==> src/rtl/assert_macros.svh <==
// Assertion macros shared by the RTL of the stored-stream PNG encoder.
// No dependencies; included by files that carry concurrent checks.
`ifndef ASSERT_MACROS_SVH
`define ASSERT_MACROS_SVH

// Same-cycle implication, disabled while reset is asserted.
`define PSE_ASSERT_IMPLY(label, clk, rst_n, ante, cons) \
	label: assert property (@(posedge clk) disable iff (!(rst_n)) (ante) |-> (cons)) \
		else $error("same-cycle check failed");

// Next-cycle implication, disabled while reset is asserted.
`define PSE_ASSERT_NEXT(label, clk, rst_n, ante, cons) \
	label: assert property (@(posedge clk) disable iff (!(rst_n)) (ante) |=> (cons)) \
		else $error("next-cycle check failed");

`endif

==> src/rtl/pse_pkg.sv <==
// Package of the stored-stream PNG encoder: types, byte codes and the CRC step.
// No dependencies; used by every other RTL file but assert_macros.svh.
`default_nettype none
package pse_pkg;

	localparam int DIM_W = 13;
	localparam int RAW_W = 28;
	localparam int CFG_IDX_W = 8;

	localparam logic [CFG_IDX_W-1:0] CFG_IMAGE_WIDTH = 8'd0;
	localparam logic [CFG_IDX_W-1:0] CFG_IMAGE_HEIGHT = 8'd1;

	localparam logic [DIM_W-1:0] DIM_RESET = 13'd240;

	localparam logic [31:0] CRC_POLY = 32'hEDB88320;
	localparam logic [31:0] CRC_INIT = 32'hFFFFFFFF;
	localparam logic [16:0] ADLER_MOD = 17'd65521;

	localparam logic [7:0] SIG_0 = 8'h89;
	localparam logic [7:0] SIG_1 = 8'h50;
	localparam logic [7:0] SIG_2 = 8'h4E;
	localparam logic [7:0] SIG_3 = 8'h47;
	localparam logic [7:0] SIG_4 = 8'h0D;
	localparam logic [7:0] SIG_5 = 8'h0A;
	localparam logic [7:0] SIG_6 = 8'h1A;
	localparam logic [7:0] SIG_7 = 8'h0A;
	localparam logic [7:0] IHDR_LEN = 8'd13;
	localparam logic [7:0] BIT_DEPTH = 8'd8;
	localparam logic [7:0] COLOR_RGB = 8'd2;
	localparam logic [7:0] ZLIB_CMF = 8'h78;
	localparam logic [7:0] ZLIB_FLG = 8'h01;
	localparam logic [7:0] CH_A = 8'h41;
	localparam logic [7:0] CH_D = 8'h44;
	localparam logic [7:0] CH_E = 8'h45;
	localparam logic [7:0] CH_H = 8'h48;
	localparam logic [7:0] CH_I = 8'h49;
	localparam logic [7:0] CH_N = 8'h4E;
	localparam logic [7:0] CH_R = 8'h52;
	localparam logic [7:0] CH_T = 8'h54;

	// One accepted pixel with its position flags and the frame geometry.
	typedef struct packed {
		logic [7:0] red;
		logic [7:0] green;
		logic [7:0] blue;
		logic first;
		logic row_start;
		logic last;
		logic [DIM_W-1:0] width;
		logic [DIM_W-1:0] height;
	} entry_t;

	function automatic logic [31:0] crc_byte(input logic [31:0] crc, input logic [7:0] b);
		logic [31:0] c;
		c = crc ^ {24'd0, b};
		for (int k = 0; k < 8; k++) begin
			c = c[0] ? ((c >> 1) ^ CRC_POLY) : (c >> 1);
		end
		return c;
	endfunction

endpackage
`default_nettype wire

==> src/rtl/pse_if.sv <==
// Channel interfaces of the stored-stream PNG encoder: pixels, bytes, config.
// Depends on pse_pkg for field widths.
`default_nettype none
interface pse_pix_if;
	logic valid;
	logic ready;
	logic [7:0] red;
	logic [7:0] green;
	logic [7:0] blue;
	modport source(output valid, red, green, blue, input ready);
	modport sink(input valid, red, green, blue, output ready);
endinterface

interface pse_byte_if;
	logic valid;
	logic ready;
	logic [7:0] out_byte;
	logic file_end;
	modport source(output valid, out_byte, file_end, input ready);
	modport sink(input valid, out_byte, file_end, output ready);
endinterface

interface pse_cfg_if;
	logic valid;
	logic ready;
	logic [pse_pkg::CFG_IDX_W-1:0] index;
	logic [pse_pkg::DIM_W-1:0] data;
	modport source(output valid, index, data, input ready);
	modport sink(input valid, index, data, output ready);
endinterface
`default_nettype wire

==> src/rtl/pse_front.sv <==
// Front end: accepts pixels, tracks row and column, tags frame boundaries.
// Depends on pse_pkg and pse_if; also holds the geometry registers.
`default_nettype none
module pse_front #(
	parameter int MAX_DIM = 4096
) (
	input wire logic clk,
	input wire logic arst_n,
	pse_pix_if.sink pixel,
	pse_cfg_if.sink cfg,
	output pse_pkg::entry_t push_entry,
	output logic push,
	input wire logic full
);
	import pse_pkg::*;

	logic [DIM_W-1:0] width_q, height_q, col_q, row_q;
	logic frame_q;
	logic last_col, last_row;

	function automatic logic [DIM_W-1:0] clamp(input logic [DIM_W-1:0] v,
			input logic [DIM_W-1:0] lo);
		logic [DIM_W-1:0] r;
		r = (v < lo) ? lo : v;
		if ({19'd0, r} > MAX_DIM) begin
			r = DIM_W'(MAX_DIM);
		end
		return r;
	endfunction

	assign pixel.ready = !full;
	assign push = pixel.valid && !full;
	assign cfg.ready = 1'b1;

	assign last_col = (col_q == width_q - 1'b1);
	assign last_row = (row_q == height_q - 1'b1);

	always_comb begin
		push_entry.red = pixel.red;
		push_entry.green = pixel.green;
		push_entry.blue = pixel.blue;
		push_entry.first = !frame_q;
		push_entry.row_start = (col_q == '0);
		push_entry.last = last_col && last_row;
		push_entry.width = width_q;
		push_entry.height = height_q;
	end

	always_ff @(posedge clk or negedge arst_n) begin
		if (!arst_n) begin
			width_q <= DIM_RESET;
			height_q <= DIM_RESET;
			col_q <= '0;
			row_q <= '0;
			frame_q <= 1'b0;
		end else begin
			if (cfg.valid && !frame_q) begin
				if (cfg.index == CFG_IMAGE_WIDTH) begin
					width_q <= clamp(cfg.data, 13'd2);
				end else if (cfg.index == CFG_IMAGE_HEIGHT) begin
					height_q <= clamp(cfg.data, 13'd1);
				end
			end
			if (push) begin
				if (last_col) begin
					col_q <= '0;
					if (last_row) begin
						row_q <= '0;
						frame_q <= 1'b0;
					end else begin
						row_q <= row_q + 1'b1;
						frame_q <= 1'b1;
					end
				end else begin
					col_q <= col_q + 1'b1;
					frame_q <= 1'b1;
				end
			end
		end
	end
endmodule
`default_nettype wire

==> src/rtl/pse_fifo.sv <==
// Short pixel queue between the front and the back end.
// Depends on pse_pkg for the entry type.
`default_nettype none
module pse_fifo #(
	parameter int DEPTH = 4
) (
	input wire logic clk,
	input wire logic arst_n,
	input wire logic push,
	input pse_pkg::entry_t push_entry,
	output logic full,
	input wire logic pop,
	output logic valid,
	output pse_pkg::entry_t pop_entry
);
	import pse_pkg::*;

	localparam int AW = (DEPTH > 1) ? $clog2(DEPTH) : 1;

	entry_t mem_q [DEPTH];
	logic [AW-1:0] wr_q, rd_q;
	logic [AW:0] cnt_q;

	assign full = (cnt_q == (AW+1)'(DEPTH));
	assign valid = (cnt_q != '0);
	assign pop_entry = mem_q[rd_q];

	always_ff @(posedge clk) begin
		if (push) begin
			mem_q[wr_q] <= push_entry;
		end
	end

	always_ff @(posedge clk or negedge arst_n) begin
		if (!arst_n) begin
			wr_q <= '0;
			rd_q <= '0;
			cnt_q <= '0;
		end else begin
			if (push) begin
				wr_q <= (wr_q == AW'(DEPTH - 1)) ? '0 : wr_q + 1'b1;
			end
			if (pop) begin
				rd_q <= (rd_q == AW'(DEPTH - 1)) ? '0 : rd_q + 1'b1;
			end
			cnt_q <= cnt_q + (AW+1)'(push) - (AW+1)'(pop);
		end
	end
endmodule
`default_nettype wire

==> src/rtl/pse_blkdiv.sv <==
// Block counter for the IDAT length: ceil(raw / BLK_MAX) by a reciprocal multiply.
// Depends on pse_pkg for the raw byte count width.
`default_nettype none
module pse_blkdiv #(
	parameter int BLK_MAX = 65535
) (
	input wire logic clk,
	input wire logic arst_n,
	input wire logic start,
	input wire logic [pse_pkg::RAW_W-1:0] raw,
	output logic done,
	output logic [pse_pkg::RAW_W-1:0] blocks
);
	import pse_pkg::*;

	// floor(x * RECIP / 2^SH) equals floor(x / BLK_MAX) for every x below 2^RAW_W,
	// since RECIP * BLK_MAX exceeds 2^SH by less than 2^(SH - RAW_W).
	localparam int SH = RAW_W + 16;
	localparam int MW = SH + 1;
	localparam int AW = RAW_W + SH;
	localparam logic [63:0] RECIP_WIDE =
		((64'd1 << SH) + 64'(BLK_MAX) - 64'd1) / 64'(BLK_MAX);
	localparam logic [MW-1:0] RECIP = RECIP_WIDE[MW-1:0];

	logic [RAW_W-1:0] x_q;
	logic [AW-1:0] acc_q;
	logic [1:0] step_q;
	logic busy_q, have_q;
	logic [15:0] chunk;
	logic [RAW_W+15:0] part;
	logic [5:0] shamt;

	// The reciprocal is applied 16 bits per cycle, low slice first.
	always_comb begin
		unique case (step_q)
			2'd0: chunk = RECIP[15:0];
			2'd1: chunk = RECIP[31:16];
			default: chunk = 16'(RECIP[MW-1:32]);
		endcase
	end

	assign part = {16'd0, x_q} * {{RAW_W{1'b0}}, chunk};
	assign shamt = {step_q, 4'd0};
	assign done = have_q && !busy_q;
	assign blocks = acc_q[AW-1:SH];

	always_ff @(posedge clk or negedge arst_n) begin
		if (!arst_n) begin
			busy_q <= 1'b0;
			have_q <= 1'b0;
			step_q <= '0;
		end else if (start) begin
			busy_q <= 1'b1;
			have_q <= 1'b1;
			step_q <= '0;
		end else if (busy_q) begin
			step_q <= step_q + 1'b1;
			busy_q <= (step_q != 2'd2);
		end
	end

	always_ff @(posedge clk) begin
		if (start) begin
			x_q <= raw + RAW_W'(BLK_MAX - 1);
			acc_q <= '0;
		end else if (busy_q) begin
			acc_q <= acc_q + (AW'(part) << shamt);
		end
	end
endmodule
`default_nettype wire

==> src/rtl/pse_back.sv <==
// Back end: byte sequencer that writes the PNG stream, with CRC and Adler.
// Depends on pse_pkg, pse_if and pse_blkdiv.
`default_nettype none
module pse_back #(
	parameter int BLK_MAX = 65535
) (
	input wire logic clk,
	input wire logic arst_n,
	input wire logic q_valid,
	input pse_pkg::entry_t q_entry,
	output logic q_pop,
	pse_byte_if.source stream
);
	import pse_pkg::*;

	typedef enum logic [1:0] {S_IDLE, S_HEAD, S_RAW, S_TAIL} state_t;

	localparam logic [RAW_W-1:0] BLK_RAW = RAW_W'(BLK_MAX);

	state_t state_q;
	entry_t cur_q;
	logic [5:0] idx_q;
	logic [1:0] ridx_q;
	logic [2:0] hidx_q;
	logic [15:0] blk_left_q;
	logic [RAW_W-1:0] raw_left_q;
	logic [15:0] adl_lo_q, adl_hi_q;
	logic [31:0] crc_q;
	logic mul_go_s1, div_go_s2;
	logic ob_valid_q, ob_end_q;
	logic [7:0] ob_byte_q;

	logic div_done;
	logic [RAW_W-1:0] blocks;
	logic [RAW_W-1:0] product;
	logic [31:0] idat_len, crc_out, adler;
	logic [15:0] blk_n, blk_nn;
	logic blk_final, hdr_mode, stall, emit, raw_byte, item_done;
	logic [7:0] byte_c;
	logic feed_c, rst_c, end_c;
	logic [16:0] lo_sum, hi_sum;
	logic [15:0] lo_next, hi_next;

	pse_blkdiv #(.BLK_MAX(BLK_MAX)) u_div (
		.clk(clk),
		.arst_n(arst_n),
		.start(div_go_s2),
		.raw(raw_left_q),
		.done(div_done),
		.blocks(blocks)
	);

	assign product = RAW_W'(cur_q.height) *
		RAW_W'({2'b0, cur_q.width} + {1'b0, cur_q.width, 1'b0} + 15'd1);
	assign idat_len = 32'd6 + 32'(raw_left_q) + 32'(blocks) + (32'(blocks) << 2);
	assign crc_out = ~crc_q;
	assign adler = {adl_hi_q, adl_lo_q};

	assign blk_final = (raw_left_q <= BLK_RAW);
	assign blk_n = (raw_left_q < BLK_RAW) ? raw_left_q[15:0] : 16'(BLK_MAX);
	assign blk_nn = ~blk_n;
	assign hdr_mode = (blk_left_q == '0);

	assign stall = (state_q == S_HEAD) && (idx_q == 6'd33) && !div_done;
	assign emit = (state_q != S_IDLE) && !stall && (!ob_valid_q || stream.ready);
	assign raw_byte = emit && (state_q == S_RAW) && !hdr_mode;
	assign item_done = raw_byte && (ridx_q == 2'd3) && !cur_q.last;
	assign q_pop = q_valid && ((state_q == S_IDLE) || item_done);

	// Running Adler-32: each sum stays below twice the modulus.
	assign lo_sum = {1'b0, adl_lo_q} + {9'd0, byte_c};
	assign lo_next = (lo_sum >= ADLER_MOD) ? 16'(lo_sum - ADLER_MOD) : lo_sum[15:0];
	assign hi_sum = {1'b0, adl_hi_q} + {1'b0, lo_next};
	assign hi_next = (hi_sum >= ADLER_MOD) ? 16'(hi_sum - ADLER_MOD) : hi_sum[15:0];

	always_comb begin
		byte_c = 8'd0;
		feed_c = 1'b0;
		rst_c = 1'b0;
		end_c = 1'b0;
		unique case (state_q)
			S_HEAD: begin
				case (idx_q)
					6'd0: byte_c = SIG_0;
					6'd1: byte_c = SIG_1;
					6'd2: byte_c = SIG_2;
					6'd3: byte_c = SIG_3;
					6'd4: byte_c = SIG_4;
					6'd5: byte_c = SIG_5;
					6'd6: byte_c = SIG_6;
					6'd7: byte_c = SIG_7;
					6'd8, 6'd9, 6'd10: rst_c = 1'b1;
					6'd11: begin byte_c = IHDR_LEN; rst_c = 1'b1; end
					6'd12: begin byte_c = CH_I; feed_c = 1'b1; end
					6'd13: begin byte_c = CH_H; feed_c = 1'b1; end
					6'd14: begin byte_c = CH_D; feed_c = 1'b1; end
					6'd15: begin byte_c = CH_R; feed_c = 1'b1; end
					6'd16, 6'd17, 6'd20, 6'd21: feed_c = 1'b1;
					6'd18: begin byte_c = {3'd0, cur_q.width[12:8]}; feed_c = 1'b1; end
					6'd19: begin byte_c = cur_q.width[7:0]; feed_c = 1'b1; end
					6'd22: begin byte_c = {3'd0, cur_q.height[12:8]}; feed_c = 1'b1; end
					6'd23: begin byte_c = cur_q.height[7:0]; feed_c = 1'b1; end
					6'd24: begin byte_c = BIT_DEPTH; feed_c = 1'b1; end
					6'd25: begin byte_c = COLOR_RGB; feed_c = 1'b1; end
					6'd26, 6'd27, 6'd28: feed_c = 1'b1;
					6'd29: byte_c = crc_out[31:24];
					6'd30: byte_c = crc_out[23:16];
					6'd31: byte_c = crc_out[15:8];
					6'd32: byte_c = crc_out[7:0];
					6'd33: begin byte_c = idat_len[31:24]; rst_c = 1'b1; end
					6'd34: begin byte_c = idat_len[23:16]; rst_c = 1'b1; end
					6'd35: begin byte_c = idat_len[15:8]; rst_c = 1'b1; end
					6'd36: begin byte_c = idat_len[7:0]; rst_c = 1'b1; end
					6'd37: begin byte_c = CH_I; feed_c = 1'b1; end
					6'd38: begin byte_c = CH_D; feed_c = 1'b1; end
					6'd39: begin byte_c = CH_A; feed_c = 1'b1; end
					6'd40: begin byte_c = CH_T; feed_c = 1'b1; end
					6'd41: begin byte_c = ZLIB_CMF; feed_c = 1'b1; end
					6'd42: begin byte_c = ZLIB_FLG; feed_c = 1'b1; end
					default: byte_c = 8'd0;
				endcase
			end
			S_RAW: begin
				feed_c = 1'b1;
				if (hdr_mode) begin
					case (hidx_q)
						3'd0: byte_c = {7'd0, blk_final};
						3'd1: byte_c = blk_n[7:0];
						3'd2: byte_c = blk_n[15:8];
						3'd3: byte_c = blk_nn[7:0];
						default: byte_c = blk_nn[15:8];
					endcase
				end else begin
					unique case (ridx_q)
						2'd0: byte_c = 8'd0;
						2'd1: byte_c = cur_q.red;
						2'd2: byte_c = cur_q.green;
						2'd3: byte_c = cur_q.blue;
					endcase
				end
			end
			S_TAIL: begin
				case (idx_q)
					6'd0: begin byte_c = adler[31:24]; feed_c = 1'b1; end
					6'd1: begin byte_c = adler[23:16]; feed_c = 1'b1; end
					6'd2: begin byte_c = adler[15:8]; feed_c = 1'b1; end
					6'd3: begin byte_c = adler[7:0]; feed_c = 1'b1; end
					6'd4, 6'd16: byte_c = crc_out[31:24];
					6'd5, 6'd17: byte_c = crc_out[23:16];
					6'd6, 6'd18: byte_c = crc_out[15:8];
					6'd7: byte_c = crc_out[7:0];
					6'd8, 6'd9, 6'd10, 6'd11: rst_c = 1'b1;
					6'd12: begin byte_c = CH_I; feed_c = 1'b1; end
					6'd13: begin byte_c = CH_E; feed_c = 1'b1; end
					6'd14: begin byte_c = CH_N; feed_c = 1'b1; end
					6'd15: begin byte_c = CH_D; feed_c = 1'b1; end
					6'd19: begin byte_c = crc_out[7:0]; end_c = 1'b1; end
					default: byte_c = 8'd0;
				endcase
			end
			S_IDLE: byte_c = 8'd0;
		endcase
	end

	always_ff @(posedge clk or negedge arst_n) begin
		if (!arst_n) begin
			state_q <= S_IDLE;
			idx_q <= '0;
			ridx_q <= '0;
			hidx_q <= '0;
			blk_left_q <= '0;
			raw_left_q <= '0;
			adl_lo_q <= 16'd1;
			adl_hi_q <= '0;
			crc_q <= CRC_INIT;
			mul_go_s1 <= 1'b0;
			div_go_s2 <= 1'b0;
			ob_valid_q <= 1'b0;
			ob_byte_q <= '0;
			ob_end_q <= 1'b0;
		end else begin
			mul_go_s1 <= q_pop && q_entry.first;
			div_go_s2 <= mul_go_s1;
			if (mul_go_s1) begin
				raw_left_q <= product;
			end

			if (emit) begin
				ob_valid_q <= 1'b1;
				ob_byte_q <= byte_c;
				ob_end_q <= end_c;
				if (rst_c) begin
					crc_q <= CRC_INIT;
				end else if (feed_c) begin
					crc_q <= crc_byte(crc_q, byte_c);
				end
			end else if (stream.ready) begin
				ob_valid_q <= 1'b0;
			end

			if (emit) begin
				unique case (state_q)
					S_HEAD: begin
						if (idx_q == 6'd42) begin
							state_q <= S_RAW;
							ridx_q <= 2'd0;
							hidx_q <= '0;
							blk_left_q <= '0;
						end else begin
							idx_q <= idx_q + 1'b1;
						end
					end
					S_RAW: begin
						if (hdr_mode) begin
							if (hidx_q == 3'd4) begin
								hidx_q <= '0;
								blk_left_q <= blk_n;
							end else begin
								hidx_q <= hidx_q + 1'b1;
							end
						end else begin
							adl_lo_q <= lo_next;
							adl_hi_q <= hi_next;
							blk_left_q <= blk_left_q - 1'b1;
							if (raw_left_q != '0) begin
								raw_left_q <= raw_left_q - 1'b1;
							end
							if (ridx_q == 2'd3) begin
								if (cur_q.last) begin
									state_q <= S_TAIL;
									idx_q <= '0;
								end else if (!q_valid) begin
									state_q <= S_IDLE;
								end
							end else begin
								ridx_q <= ridx_q + 1'b1;
							end
						end
					end
					S_TAIL: begin
						if (idx_q == 6'd19) begin
							state_q <= S_IDLE;
							blk_left_q <= '0;
						end else begin
							idx_q <= idx_q + 1'b1;
						end
					end
					S_IDLE: idx_q <= idx_q;
				endcase
			end

			// Taking the next pixel overrides the end-of-item step above.
			if (q_pop) begin
				if (q_entry.first) begin
					state_q <= S_HEAD;
					idx_q <= '0;
					adl_lo_q <= 16'd1;
					adl_hi_q <= '0;
				end else begin
					state_q <= S_RAW;
					ridx_q <= q_entry.row_start ? 2'd0 : 2'd1;
				end
			end
		end
	end

	always_ff @(posedge clk) begin
		if (q_pop) begin
			cur_q <= q_entry;
		end
	end

	assign stream.valid = ob_valid_q;
	assign stream.out_byte = ob_byte_q;
	assign stream.file_end = ob_end_q;
endmodule
`default_nettype wire

==> src/rtl/png_stored_stream_encoder.sv <==
// Top level of the stored-stream PNG encoder: front end, queue and back end.
// Depends on pse_pkg, pse_if, pse_front, pse_fifo, pse_back, assert_macros.svh.
//
// Usage. Pixels enter on the pixel channel, one RGB word per handshake, in
// raster order. The stream channel delivers the PNG file one byte word at a
// time; file_end marks the last byte of each file. The cfg channel writes
// image_width (index 0) and image_height (index 1); it is always ready, and
// a write is ignored while a frame is in progress. Out-of-range values are
// clamped to 2..MAX_DIM for width and 1..MAX_DIM for height.
// Each pixel yields three bytes, four for the first pixel of a row, all sent
// through the byte-wide output register. Each stored block adds five header
// bytes. The first pixel of a frame adds 43 header bytes, and the block count
// (a reciprocal multiply) runs under them; the header waits for it before the
// IDAT length. The last pixel is followed by 20 trailer bytes. An accepted
// pixel passes the queue and the entry register on to the output register.
// When the receiver stalls, the output register holds its word, the back end
// stops, the four-entry queue fills and then the pixel channel drops ready.
// Reset clears all control state; geometry returns to 240 by 240.
`default_nettype none
`include "assert_macros.svh"
module png_stored_stream_encoder #(
	parameter int MAX_DIM = 4096,
	parameter int STORED_BLOCK_MAX = 65535
) (
	input wire logic clk,
	input wire logic arst_n,
	pse_pix_if.sink pixel,
	pse_cfg_if.sink cfg,
	pse_byte_if.source stream
);
	import pse_pkg::*;

	entry_t push_entry, pop_entry;
	logic q_push, q_full, q_pop, q_valid;

	// The front end classifies each pixel: frame start, row start, frame end.
	pse_front #(.MAX_DIM(MAX_DIM)) u_front (
		.clk(clk),
		.arst_n(arst_n),
		.pixel(pixel),
		.cfg(cfg),
		.push_entry(push_entry),
		.push(q_push),
		.full(q_full)
	);

	// The queue lets the front keep accepting while the back waits on output.
	pse_fifo #(.DEPTH(4)) u_fifo (
		.clk(clk),
		.arst_n(arst_n),
		.push(q_push),
		.push_entry(push_entry),
		.full(q_full),
		.pop(q_pop),
		.valid(q_valid),
		.pop_entry(pop_entry)
	);

	// The back end turns each entry into file bytes, with headers and checksums.
	pse_back #(.BLK_MAX(STORED_BLOCK_MAX)) u_back (
		.clk(clk),
		.arst_n(arst_n),
		.q_valid(q_valid),
		.q_entry(pop_entry),
		.q_pop(q_pop),
		.stream(stream)
	);

	// The queue is never written when full nor read when empty.
	`PSE_ASSERT_IMPLY(a_no_overflow, clk, arst_n, q_push, !q_full)
	`PSE_ASSERT_IMPLY(a_no_underflow, clk, arst_n, q_pop, q_valid)
	// A pixel accepted into an empty queue is visible to the back end next cycle.
	`PSE_ASSERT_NEXT(a_push_seen, clk, arst_n, q_push && !q_valid, q_valid)
endmodule
`default_nettype wire

==> src/flat_wrapper.sv <==
// flat-port wrapper written by rule: the top's interface ports become plain ports
module png_stored_stream_encoder_flat import pse_pkg::*;
#(
	parameter int MAX_DIM = 4096,
	parameter int STORED_BLOCK_MAX = 65535
)
  (clk, arst_n, pixel_valid, pixel_red, pixel_green, pixel_blue, pixel_ready, cfg_valid, cfg_index, cfg_data, cfg_ready, stream_valid, stream_out_byte, stream_file_end, stream_ready);
  pse_pix_if pixel_i ();
  pse_cfg_if cfg_i ();
  pse_byte_if stream_i ();
  input wire logic clk;
  input wire logic arst_n;
  input wire logic [$bits(pixel_i.valid)-1:0] pixel_valid;
  input wire logic [$bits(pixel_i.red)-1:0] pixel_red;
  input wire logic [$bits(pixel_i.green)-1:0] pixel_green;
  input wire logic [$bits(pixel_i.blue)-1:0] pixel_blue;
  output wire logic [$bits(pixel_i.ready)-1:0] pixel_ready;
  input wire logic [$bits(cfg_i.valid)-1:0] cfg_valid;
  input wire logic [$bits(cfg_i.index)-1:0] cfg_index;
  input wire logic [$bits(cfg_i.data)-1:0] cfg_data;
  output wire logic [$bits(cfg_i.ready)-1:0] cfg_ready;
  output wire logic [$bits(stream_i.valid)-1:0] stream_valid;
  output wire logic [$bits(stream_i.out_byte)-1:0] stream_out_byte;
  output wire logic [$bits(stream_i.file_end)-1:0] stream_file_end;
  input wire logic [$bits(stream_i.ready)-1:0] stream_ready;
  assign pixel_i.valid = pixel_valid;
  assign pixel_i.red = pixel_red;
  assign pixel_i.green = pixel_green;
  assign pixel_i.blue = pixel_blue;
  assign pixel_ready = pixel_i.ready;
  assign cfg_i.valid = cfg_valid;
  assign cfg_i.index = cfg_index;
  assign cfg_i.data = cfg_data;
  assign cfg_ready = cfg_i.ready;
  assign stream_valid = stream_i.valid;
  assign stream_out_byte = stream_i.out_byte;
  assign stream_file_end = stream_i.file_end;
  assign stream_i.ready = stream_ready;
  png_stored_stream_encoder #(.MAX_DIM(MAX_DIM), .STORED_BLOCK_MAX(STORED_BLOCK_MAX)) u_core (.clk(clk), .arst_n(arst_n), .pixel(pixel_i), .cfg(cfg_i), .stream(stream_i));
endmodule
==> config.mk <==
export PLATFORM = sky130hd
export DESIGN_NAME = png_stored_stream_encoder_flat
export DESIGN_NICKNAME = d
export VERILOG_FILES = /design/src/rtl/pse_pkg.sv /design/src/rtl/pse_if.sv /design/src/rtl/pse_front.sv /design/src/rtl/pse_fifo.sv /design/src/rtl/pse_blkdiv.sv /design/src/rtl/pse_back.sv /design/src/rtl/png_stored_stream_encoder.sv /design/src/flat_wrapper.sv
export VERILOG_INCLUDE_DIRS = /design/src /design/src/rtl
export SDC_FILE = /design/constraint.sdc
export NUM_CORES = 2
export LEC_CHECK = 0
export BUFFER_PORTS_ARGS = -buffer_cell sky130_fd_sc_hd__buf_2
export CAP_MARGIN = 20
export CORE_ASPECT_RATIO = 1.4
export CORE_UTILIZATION = 40
export DETAILED_ROUTE_END_ITERATION = 16
export GPL_TIMING_DRIVEN = 0
export PLACE_DENSITY = 0.63
export SETUP_SLACK_MARGIN = 0.05
export SYNTH_ARGS = -nofsm -noshare
export SYNTH_HDL_FRONTEND = slang
export SYNTH_SLANG_ARGS = --single-unit
==> constraint.sdc <==
create_clock -name clk -period 9 [get_ports clk]
set_input_delay 0.9 -clock clk [delete_from_list [all_inputs] [get_ports clk]]
set_output_delay 0.9 -clock clk [all_outputs]
set_load 0.005 [all_outputs]
Word-level counts from Yosys, hierarchy flattened
Memory sizes are Yosys's and may differ from the RTL's.
Index checks and enable logic that the tools add are counted.
W data, S select, Z words.
{"block": "word_totals", "memories": 1, "ff_bits": 348, "wordCells": 309, "ram_bits": 212, "in_bits": 50}
{"memory": "u_core.u_fifo.mem_q", "depth": 4, "width": 53, "read_ports": 1, "rd_clocked_by_memory_dff": 0, "wr": 1, "line": "pse_fifo.sv:20", "rtl": "entry_t mem_q [DEPTH];"}
{"block": "classes", "n_bitwise": 12, "add_sub_neg": 25, "shifts": 1, "multipliers": 2, "eq_ne": 69, "n_mux": 97, "order_cmp": 8, "reduce_logical": 61}
{"cell": "$mux W32", "n": 10}
{"cell": "$mux W16", "n": 17}
{"cell": "$pmux W8 S29", "n": 1}
{"cell": "$mux W28", "n": 5}
{"cell": "$not A13 Y14", "n": 8}
{"cell": "$eq A6 B5 Y1 const B", "n": 16}
{"cell": "$pmux W8 S12", "n": 1}
{"cell": "$pmux W8 S4", "n": 3}
{"cell": "$mux W13", "n": 6}
{"cell": "$add A72 B72 Y72", "n": 1}
{"cell": "$shl A44 B6 Y72", "n": 1}
{"cell": "$eq A6 B6 Y1 const B", "n": 11}
{"cell": "$eq A6 B4 Y1 const B", "n": 8}
{"cell": "$mux W6", "n": 8}
{"cell": "$pmux W16 S3", "n": 1}
{"cell": "$mul A28 B13 Y41", "n": 1}
{"cell": "$mux W2", "n": 19}
{"cell": "$ge A17 B16 Y1 const B", "n": 2}
{"cell": "$not A32 Y32", "n": 1}
{"cell": "$sub A16 B16 Y16 const B", "n": 2}
{"cell": "$xor A32 B8 Y32", "n": 1}
{"cell": "$add A30 B30 Y31", "n": 1}
{"cell": "$add A29 B28 Y30", "n": 1}
{"cell": "$add A3 B28 Y29 const A", "n": 1}
{"cell": "69 further kinds", "n": 149}

Longest topological paths before layout
{"block": "depth", "ltp_word": 25, "ltp_mapped": 48, "mapped_depth_nobuf": 43}

By module
From an unflattened synthesis, not the netlist that was laid out.
{"block": "hier_totals", "cells_unflattened": 4942, "hier_area_um2": 46255.6}
{"mod": "pse_back", "cells_per_inst": 2833, "area_per_inst_um2": 23677.7, "n_inst": 1}
{"mod": "pse_blkdiv", "cells_per_inst": 1401, "area_per_inst_um2": 10877.9, "n_inst": 1}
{"mod": "pse_fifo", "cells_per_inst": 313, "area_per_inst_um2": 8129.0, "n_inst": 1}
{"mod": "pse_front", "cells_per_inst": 395, "area_per_inst_um2": 3570.9, "n_inst": 1}

Least setup slack after synthesis
No wires, ideal clock.
{"block": "synth_path", "kind": "register to register", "start": "register u_core.u_back.raw_left_q[8]", "end": "register u_core.u_back.adl_hi_q[14]", "path_slack_ps": -702, "t_arrival_ps": 9586, "setup_ps": 116, "synth_period_minus_slack_ps": 9702, "required_ps": 8884, "path_buffers": 1, "path_stages_with_launch": 38, "path_cell_list": "dfrtp_1 -> clkbuf_1 -> inv_1 -> fa_1 -> inv_1 -> ha_1 -> ha_1 -> and3_1 -> and2_1 -> o41ai_1 -> nand3_1 -> xor2_1 -> a221o_1 -> o21ai_0 -> nand2_1 -> ha_1 -> a21o_1 -> a21oi_1 -> [... 2 more ...] -> a21o_1 -> a211o_1 -> nor3_1 -> o311ai_1 -> o41ai_1 -> mux2i_1 -> ha_1 -> a21o_1 -> a21oi_1 -> o21bai_1 -> a2111o_1 -> a311o_1 -> nand4_1 -> nor4b_1 -> nor2_1 -> a31oi_1 -> nor3_1 -> o311ai_0"}
{"block": "synth_between", "elab_chain_len": 17}
{"item": "from (decl)", "line": "pse_back.sv:26", "rtl": "logic [RAW_W-1:0] raw_left_q;"}
{"item": "from (signal assigned)", "line": "pse_back.sv:185", "rtl": "raw_left_q <= product;"}
{"item": "from (signal assigned)", "line": "pse_back.sv:226", "rtl": "raw_left_q <= raw_left_q - 1'b1;"}
{"item": "parallel branches: the longest is 5 deep, another holds $add A30 B30 Y31"}
{"item": "$pmux W8 S4 (*)", "line": "pse_back.sv:81", "rtl": "unique case (state_q)"}
{"item": "net u_core.u_back.byte_c[0]", "line": "pse_back.sv:39", "rtl": "logic [7:0] byte_c;"}
{"item": "$add A16 B8 Y17 (*)", "line": "pse_back.sv:71", "rtl": "assign lo_sum = {1'b0, adl_lo_q} + {9'd0, byte_c};"}
{"item": "$sub A16 B16 Y16 or $ge A17 B16 Y1 (tied branches)", "line": "pse_back.sv:72", "rtl": "assign lo_next = (lo_sum >= ADLER_MOD) ? 16'(lo_sum - ADLER_MOD) : lo_sum[15:0];"}
{"item": "$mux W16 (*)", "line": "pse_back.sv:72"}
{"item": "$add A16 B16 Y17 (*)", "line": "pse_back.sv:73", "rtl": "assign hi_sum = {1'b0, adl_hi_q} + {1'b0, lo_next};"}
{"item": "$sub A16 B16 Y16 or $ge A17 B16 Y1 (tied branches)", "line": "pse_back.sv:74", "rtl": "assign hi_next = (hi_sum >= ADLER_MOD) ? 16'(hi_sum - ADLER_MOD) : hi_sum[15:0];"}
{"item": "$mux W16 (*)", "line": "pse_back.sv:74"}
{"item": "$mux W16 (*)", "line": "pse_back.sv:214", "rtl": "if (hdr_mode) begin"}
{"item": "$mux W16 (*)", "line": "pse_back.sv:202", "rtl": "unique case (state_q)"}
{"item": "$mux W16 (*)", "line": "pse_back.sv:201", "rtl": "if (emit) begin"}
{"item": "$mux W16", "line": "pse_back.sv:254", "rtl": "if (q_entry.first) begin"}
{"item": "$mux W16 (*)", "line": "pse_back.sv:253", "rtl": "if (q_pop) begin"}
{"item": "to (signal assigned)", "line": "pse_back.sv:223", "rtl": "adl_hi_q <= hi_next;"}
{"item": "to (decl)", "line": "pse_back.sv:27", "rtl": "logic [15:0] adl_lo_q, adl_hi_q;"}
Mark *: on every way through the listed nets, which the timed path passes.
A chain may end at the register's enable or synchronous reset.

Final worst setup path
{"block": "layout_path", "start": "register u_core.u_back.raw_left_q[19]", "end": "register u_core.u_back.adl_hi_q[6]"}
Same word-level chain as after synthesis.

==> reports/qor.yml <==
routing:
  m1WireLength_um: 56600
  detailedRoute.firstPassIterationCount: 6
  route.met2.wl_um: 75100
  routed-wl-met3_um: 7740
  route.detailed.drc: 0
  detail_route.iter0.violations: 2728
  topRoutingLayerUsed: "met5"
  mean_routed_wirelength_per_cell_um: 23.0
  ant_nets: 0
  vias_per_cell: 5.83
  detailroute.via_count: 38700
  finalWirelength_um: 152000
sta:
  tns_ns: -5.54
  setup_slack_ns: -0.433
  post-route-period-util_pct: 105
  hold_violations: 0
  rsz0062_at_grt: "true"
  worst_pin_slew_ns: 1.18
  timing.max_slew.rel_slack_pct: 19.8
  max_freq_ghz: 0.106
  finClkSkew_ns: 0.0542
  timing_max_transition_violations_final: 0
  min_period_ns: 9.43
  setup_viol_count_final: 16
synthesis:
  ys_async_sr_fraction_pct: 35.2
  synth_top_flop_cell: "edfxtp_1"
  synthesis.nets: 5460
  synth_seq_area_share_pct: 33.2
  yosys_warnings: 0
  post-synth-top-area-fraction_pct: 19.1
  synth.largest_area_cell: "edfxtp_1"
  synth.cell_area_um2: 45700
  most_numerous_cell_types_in_the_synthesized_netlist: "nand2_1 (435), inv_1 (397), nor2_1 (348)"
  synth_cell_types: 108
  netlist_top_cells_area: "edfxtp_1 (19%), ha_1 (9.0%), dfrtp_1 (8.5%)"
  postSynthRegisterBits: 560
  synth.most_common_cell: "nand2_1"
  synth_edf_count: 291
  postSynthAreaPerCell_um2: 9.32
  number_of_cells_produced_by_synthesis: 4904
place:
  buffer_ports.inserted: 59
  hpwl_um: 118000
  numPlacedInstances: 6453
  place_congestion: 1.02
  place_area_um2: 48100
global_route:
  largest_net_degree_at_the_start_of_global_routing: 107
  global_route.usage.total_pct: 26.2
  initial_antenna_violation_count: 1
  grt_remaining_overflow: 0
  first_global_vias: 38700
  grt_pass1_wl_um: 232000
cells_and_area:
  utilization_pct: 46.3
  final_layout_size_suffix_gt1_share_pct: 13.8
  final_area_um2: 52500
  layout.cells.non_filler: 6636
  syn2layout_area_growth_pct: 14.8
  nNetsFinal: 5660
critical_path:
  critical_path_peak_fanout: 10
  worst_path_largest_cell_delay_ns: 0.95
  setup.worst_path.start: "u_core.u_back.raw_left_q[19]"
  required_ns: 9.54
  worstSetupPathType: "reg -> reg"
  element_type_at_the_critical_path_end: "register"
  critical_path.slowest_cell: "o311ai_1"
  critPathArrivalTime_ns: 9.97
  critical_path.startpoint_type: "register"
  r2r-start: "u_core.u_back.raw_left_q[19]"
outcome:
  violations: "setup timing"
  outcome: "finished with violations"
clock_network:
  numCtsBuffers: 59
  tritoncts: "built"
  clock_path_buffers: 3
  htreeDepth: 2
  clock_tree.root_cell: "clkbuf_16"
  sinks_on_the_clock_net: 560
  cts.reportedPaths.clkPinSlew_ns: 0.07
  clkLatencyLatePin_ns: 0.69
floorplanning:
  placeableCoreArea_um2: 113000
  row_count: 146
  height_of_the_die_um: 402
  overall_die_area_um2: 116000
  design.portCount: 62
  die-width_um: 288
  floorplan.initialDensity_pct: 40.4
flow_run:
  timing.max_cap.violations: 0
min_path:
  worst_hold_path_type: "in -> async"
==> metrics by stage <==
step / setup WS [ns] / hold slack (ns)
after global placement: -2.07 / 0.359
after detailed placement: -2.00 / 0.358
after floorplan: 0.0504 / 0.352
final: -0.433 / 0.100
after global routing: -0.597 / 0.103
after CTS: -0.0426 / 0.0980
==> timing repair <==
item	in CTS	in global routing
endpoints found under the hold margin	0	0
buffers inserted	68	21
endpoints found under the setup margin	51	42
resized for setup	277	101
pin swaps	75	61
hold buffers	0	0
==> placed cells by master, fill, tap and decap left out, types with 53 or more instances in the layout <==
master / instances
clkbuf_16: 59
nand2_1: 433
dfrtp_1: 134
inv_1: 377
nand4_1: 59
nor2_1: 344
clkbuf_1: 184
dfxtp_1: 64
a21o_1: 103
nor3_1: 100
buf_2: 69
xnor2_1: 169
ha_1: 301
and3_1: 66
o21ai_0: 234
fa_1: 174
a21oi_1: 240
and2_1: 119
mux4_2: 53
xor2_1: 104
mux2i_1: 70
edfxtp_1: 291
buf_4: 87
nand3_1: 140
==> path summary, 6_finish.rpt <==
path                                                end  slack (ns)  depth (start not counted)
min in group clk                u_core.u_back.div_go_s2        0.37                          0
max reg2reg                   u_core.u_back.adl_hi_q[6]       -0.43                         33
min reg2reg                     u_core.u_back.div_go_s2        0.37                          0
max                           u_core.u_back.adl_hi_q[6]       -0.43                         33
min                          u_core.u_back.adl_hi_q[12]         0.1                          1
max in group asynchronous  u_core.u_back.raw_left_q[26]        7.63                          3
==> routing by layer <==
metal  vias up  track usage, %
li1      18000               -
met1     19000            29.3
met2      1260            45.8
met3       434            3.49
met4         2            17.8
met5         -               0
==> cell type report <==
cell class                      count  area, um^2
Sequential cell                   560       15200
Tap cell                         1480        1850
Inverter                          398        1510
Multi-Input combinational cell   3682       29500
Timing Repair Buffer              159        1160
Antenna cell                        1        2.50
Clock inverter                     48         653
Fill cell                       10800       60800
Clock buffer                       64        1500
Buffer                            244        1070
==> critical path: cells and delay by family (launching register included) <==
kind                     cells  cell delay (ns)
XOR/XNOR                     2             0.41
buffers and inverters        6             1.18
AND/OR/NAND/NOR             10             2.56
adder cells (fa/ha/maj)      2             0.60
AO/OA/AOI/OAI               13             4.05
flip-flops                   1             0.50
==> cell families (layout without fill, tap and decap cells) <==
group | after synthesis | after routing | synth area share, %
other cells | 1 | 2 | 0.00821
mux | 148 | 148 | 4.75
simple gates | 1571 | 1571 | 16.9
fa+ha+maj | 506 | 506 | 16.7
buf+inv | 662 | 913 | 5.47
compound gates | 1156 | 1156 | 16.9
flops | 560 | 560 | 33.2
xor+xnor | 300 | 300 | 6.04
==> state kept, by name, summed over array words and instances, names as in the netlist, 3 cells and up <==
register / flops
u_core.u_back.adl_hi_q: 16
u_core.u_back.blk_left_q: 16
u_core.u_front.width_q: 13
u_core.u_front.row_q: 13
u_core.u_back.u_div.x_q: 28
u_core.u_back.u_div.acc_q: 72
u_core.u_back.stream.out_byte: 8
u_core.u_front.height_q: 13
u_core.u_back.raw_left_q: 28
u_core.u_back.adl_lo_q: 16
u_core.u_fifo.cnt_q: 3
u_core.u_back.idx_q: 6
u_core.u_back.cur_q: 51
u_core.u_front.col_q: 13
u_core.u_back.crc_q: 32
u_core.u_back.hidx_q: 3
u_core.u_fifo.mem_q: 212
Power is not shown: default switching activity piles up to over one toggle a cycle in this logic, so the estimate is an artifact.
